## src/rtl/core/apt_pkg.sv

```systemverilog
`default_nettype none

package apt_pkg;

    // Command codes on the request channel
    typedef enum logic [1:0] {
        CMD_INIT  = 2'd0,
        CMD_ADD   = 2'd1,
        CMD_CHECK = 2'd2
    } cmd_t;

    // Result status codes
    typedef enum logic [1:0] {
        ST_SUCCESS      = 2'd0,
        ST_DENIED       = 2'd1,
        ST_DEFAULT_DENY = 2'd2,
        ST_FULL         = 2'd3
    } status_t;

    // Operation carried by a request as it travels along the chain
    typedef enum logic [1:0] {
        OP_NONE  = 2'd0,
        OP_ADD   = 2'd1,
        OP_CHECK = 2'd2
    } op_t;

    // Mask that allows every action
    localparam logic [2:0] ALL_ACTIONS = 3'd7;

    // Request token handed from cell to cell
    typedef struct packed {
        op_t         op;
        logic [31:0] subject_id;
        logic [31:0] object_id;
        logic [2:0]  action_mask;
        logic        done;
        status_t     status;
    } token_t;

endpackage

`default_nettype wire

```

## src/rtl/core/apt_cell.sv

```systemverilog
`default_nettype none

module apt_cell #(
    parameter int CNT_W = 8
) (
    input  wire logic              clk,
    input  wire logic              rst_n,
    input  wire logic              adv,
    input  wire logic              tok_valid_in,
    input  wire apt_pkg::token_t   tok_in,
    input  wire logic [CNT_W-1:0]  left_in,
    output logic                   tok_valid_out,
    output apt_pkg::token_t        tok_out,
    output logic [CNT_W-1:0]       left_out
);

    // One policy entry, written by each add request that lands here
    logic [31:0] subject_reg;
    logic [31:0] object_reg;
    logic [2:0]  mask_reg;

    logic            valid_reg;
    apt_pkg::token_t tok_reg;
    apt_pkg::token_t tok_next;
    logic [CNT_W-1:0] left_reg;
    logic [CNT_W-1:0] left_next;
    logic            wr_en;

    // A request counts down the live entries it has still to pass. When the count is
    // zero this cell is the first free slot; otherwise it holds a written entry.
    always_comb
    begin
        tok_next  = tok_in;
        left_next = left_in;
        wr_en     = 1'b0;
        if (tok_valid_in && !tok_in.done)
        begin
            if (left_in == '0)
            begin
                if (tok_in.op == apt_pkg::OP_ADD)
                begin
                    wr_en           = 1'b1;
                    tok_next.done   = 1'b1;
                    tok_next.status = apt_pkg::ST_SUCCESS;
                end
                else if (tok_in.op == apt_pkg::OP_CHECK)
                begin
                    tok_next.done   = 1'b1;
                    tok_next.status = apt_pkg::ST_DEFAULT_DENY;
                end
            end
            else
            begin
                left_next = left_in - 1'b1;
                if (tok_in.op == apt_pkg::OP_CHECK &&
                    subject_reg == tok_in.subject_id &&
                    object_reg == tok_in.object_id)
                begin
                    tok_next.done = 1'b1;
                    if ((mask_reg & tok_in.action_mask) == tok_in.action_mask)
                    begin
                        tok_next.status = apt_pkg::ST_SUCCESS;
                    end
                    else
                    begin
                        tok_next.status = apt_pkg::ST_DENIED;
                    end
                end
            end
        end
    end

    // Entry storage
    always_ff @(posedge clk)
    begin
        if (adv && wr_en)
        begin
            subject_reg <= tok_in.subject_id;
            object_reg  <= tok_in.object_id;
            mask_reg    <= tok_in.action_mask;
        end
    end

    // Token payload stage
    always_ff @(posedge clk)
    begin
        if (adv)
        begin
            tok_reg  <= tok_next;
            left_reg <= left_next;
        end
    end

    // Token valid flag
    always_ff @(posedge clk or negedge rst_n)
    begin
        if (!rst_n)
        begin
            valid_reg <= 1'b0;
        end
        else if (adv)
        begin
            valid_reg <= tok_valid_in;
        end
    end

    assign tok_valid_out = valid_reg;
    assign tok_out       = tok_reg;
    assign left_out      = left_reg;

endmodule

`default_nettype wire

```

## config.mk

```make
export PLATFORM = sky130hd
export DESIGN_NAME = apt_cell
export DESIGN_NICKNAME = d
export VERILOG_FILES = /design/src/rtl/core/apt_pkg.sv /design/src/rtl/core/apt_cell.sv
export SDC_FILE = /design/constraint.sdc
export NUM_CORES = 1
export LEC_CHECK = 0
export BUFFER_PORTS_ARGS = -buffer_cell sky130_fd_sc_hd__buf_2
export CAP_MARGIN = 25
export CORE_UTILIZATION = 45
export DETAILED_ROUTE_END_ITERATION = 8
export GPL_ROUTABILITY_DRIVEN = 1
export MAX_ROUTING_LAYER = met4
export PLACE_DENSITY = 0.67
export SETUP_SLACK_MARGIN = 0.02
export SLEW_MARGIN = 20
export SYNTH_ARGS = -nofsm -noshare
export SYNTH_HDL_FRONTEND = slang
export SYNTH_SLANG_ARGS = --single-unit
```

## constraint.sdc

```tcl
create_clock -name clk -period 2.7 [get_ports clk]
set_input_delay 0.54 -clock clk [delete_from_list [all_inputs] [get_ports clk]]
set_output_delay 0.54 -clock clk [all_outputs]
set_load 0.005 [all_outputs]
```

==> qor.csv <==
metric,value,unit
clock.fmax,443,MHz
place.port_buffers,164,
clk_latency,0.42,ns
synth_nets,387,
worst_pin_slew,0.542,ns
nFillCells,885,
start_util,0.461,
yosys_warnings,0,
cts_resized,0,
max_stage_delay,0.54,ns
path_class,register to register,
ys_seq_area_frac,0.805,
path_delay_family,simple AND/OR/NAND/NOR gates,
post_cts_buffers,0,
worstSetupEndpointType,register,
p_per_area,727,mW/mm2
cpMaxStageDelayCell,or4_1,
cts.clk_slew.worst_paths,0.06,ns
synth_top_area_frac,0.800,
grt_max_degree,41,
clock_skew,0.0146,ns
crit_fanout,2,
synthArstFlopShare,0.00676,
switching_power,1.11,mW
cts_buffers,17,
leakage,2.77,nW
worst_slack,0.444,ns
whs_path_depth,1,
finalSetupTns,0,ns
layout.nets,578,
place.gp.congestion,0.802,
htree_levels,4,
finalSetupViolations,0,
instances_no_fill,654,
cts_buffer_depth,2,
area_delta_synth_final,31.6,%
min_period,2.26,ns
power_frac_comb,0.063,
grt_pass1_wl,16200,um
grt_usage,0.179,
slew_headroom,0.639,
netlist_instances,302,
cts-root-buf,clkbuf_16,
crit_buf_inv,1,
synth_common_cells,"147 x edfxtp_1, 45 x xnor2_1, 21 x inv_1",
syn-cell-area,0.00552,mm2
crit_path_start_kind,register,
ant_nets,0,
die_w,113,um
drt-initial-drc-count,186,
viasPerCell,4.94,
cts_tree,done,
hold_violations,0,
syn_area_per_cell,18.3,um2
ys.flop_type,edfxtp_1,
synth_area_leader_cell,edfxtp_1,
clock_sinks,148,
rsz0062_at_grt,no,
synth_most_common_cell,edfxtp_1,
critical_path_depth,7,
r2r_cells,7,
status,completed,
placed_cells,620,
drt-total-wl,10300,um
cap_violations,0,
p_clk_frac,0.433,
p_int,4.16,mW
grt_overflow,0,
num_vias,3233,
die_height,113,um
remaining_drc_errors,0,
largest_reg_flops,72,
drive_above_1_share,0.423,
firstDrtPassIters,4,
grt_pass1_vias,3225,
required,2.88,ns
routedWlPerCell,15.8,um
post-route-period-util,0.836,
fin_hold_ws,0.321,ns
row_count,40,
synth_cell_types,34,
antenna_found_initial,1,
hp-class,input pin to register,
power,5.27,mW
ir_drop,0.000587,V
dp_hpwl,7420,um
synth_area_leaders,"edfxtp_1 80%, xnor2_1 7.1%, xor2_1 1.6%",
cp_data_arrival_time,2.43,ns
swShare,0.211,
core,0.0120,mm2
io-pin-count,165,
synth_edf_count,147,
critical_path.cell_chain,xnor2_1 > nand4_1 > nor4_1 > buf_4 > nand3_1 > or4_1 > o211a_1,
preCtsSetupSlack,0.0638,ns
seqPwrFrac,0.505,
ys_seq_elements,148,
slew_violations,0,
die_area,0.0127,mm2
per-stage QoR:
step | util | instance area, um2
after floorplan | - | 5580
after global placement | 0.557 | 6660
after detailed placement | 0.557 | 6660
after CTS | 0.607 | 7260
after global routing | 0.607 | 7260
final | 0.607 | 7260
cell families after synthesis:
family | Yosys count | share of synthesized area
muxes | 1 | 0.00204
adders and majority gates | 1 | 0.00227
and+or+nand+nor | 52 | 0.0531
buffers and inverters | 21 | 0.0143
xor gates and xnor gates | 55 | 0.0873
AOI/OAI and AO/OA | 24 | 0.0361
DFF | 148 | 0.805
routing by layer:
| metal | global-route usage | share of wire | vias to the layer above |
|---|---|---|---|
| li1 | - | - | 1543 |
| met1 | 0.209 | 0.42 | 1542 |
| met2 | 0.281 | 0.50 | 140 |
| met3 | 0.0680 | 0.073 | 8 |
| met4 | 0.0711 | 0.0082 | 0 |
| met5 | - | 0 | - |
placed cells by master, fill, tap and decap left out, types with 2 or more instances in the layout:
cell type   instances
clkinvlp_4          2
bufinv_16           2
inv_1              19
o21ai_0             2
nor4_1              7
nor3_1              4
nand4_1            12
xnor2_1            45
clkinv_4            5
xor2_1             10
buf_12              2
a21o_1              2
o2bb2ai_1           3
a21oi_1             3
nand2_1             7
clkbuf_16          17
edfxtp_1          147
inv_6               3
nand3_1             2
a22o_2              2
a222oi_1            2
buf_2             163
o22ai_1             5
nor2_1              8
buf_4               6
or3_1               2
timing repair:
action                                 CTS  global route
setup endpoints to repair                0             0
hold buffers                             1             0
endpoints found under the hold margin    1             0
power by group through the flow:
stage	clock, mW	combinational (mW)	sequential, mW
after CTS	2.34	0.336	2.66
after global routing	2.43	0.364	2.67
final	2.28	0.330	2.66
after detailed placement	0	0.333	2.71
after global placement	0	0.324	2.71
after floorplan	0	0.0724	2.73
cell type report:
type / count / area, um2 / share of cell area
flip-flops and latches: 148 / 4440 / 0.612
multi-input cells: 133 / 1040 / 0.143
repair buffers: 172 / 911 / 0.125
clock buffers: 18 / 429 / 0.0591
well taps: 147 / 184 / 0.0253
clock inverters: 14 / 154 / 0.0212
inverters: 21 / 98.8 / 0.0136
diodes: 1 / 2.50 / 0.000345
path summary, 6_finish.rpt:
path                                                 from                   endpoint  slack [ns]
worst max-delay path             subject_reg[4]$_DFFE_PP_       tok_out[0]$_DFFE_PP_        0.44
worst min-delay path                           tok_in[19]   object_reg[13]$_DFFE_PP_        0.32
worst max register to register   subject_reg[4]$_DFFE_PP_       tok_out[0]$_DFFE_PP_        0.44
worst min register to register  tok_valid_out$_DFFE_PN0P_  tok_valid_out$_DFFE_PN0P_        0.51
max in group asynchronous                           rst_n  tok_valid_out$_DFFE_PN0P_        2.20
min in group asynchronous                           rst_n  tok_valid_out$_DFFE_PN0P_        0.42
Note: power is estimated with default switching activity, not from simulation.
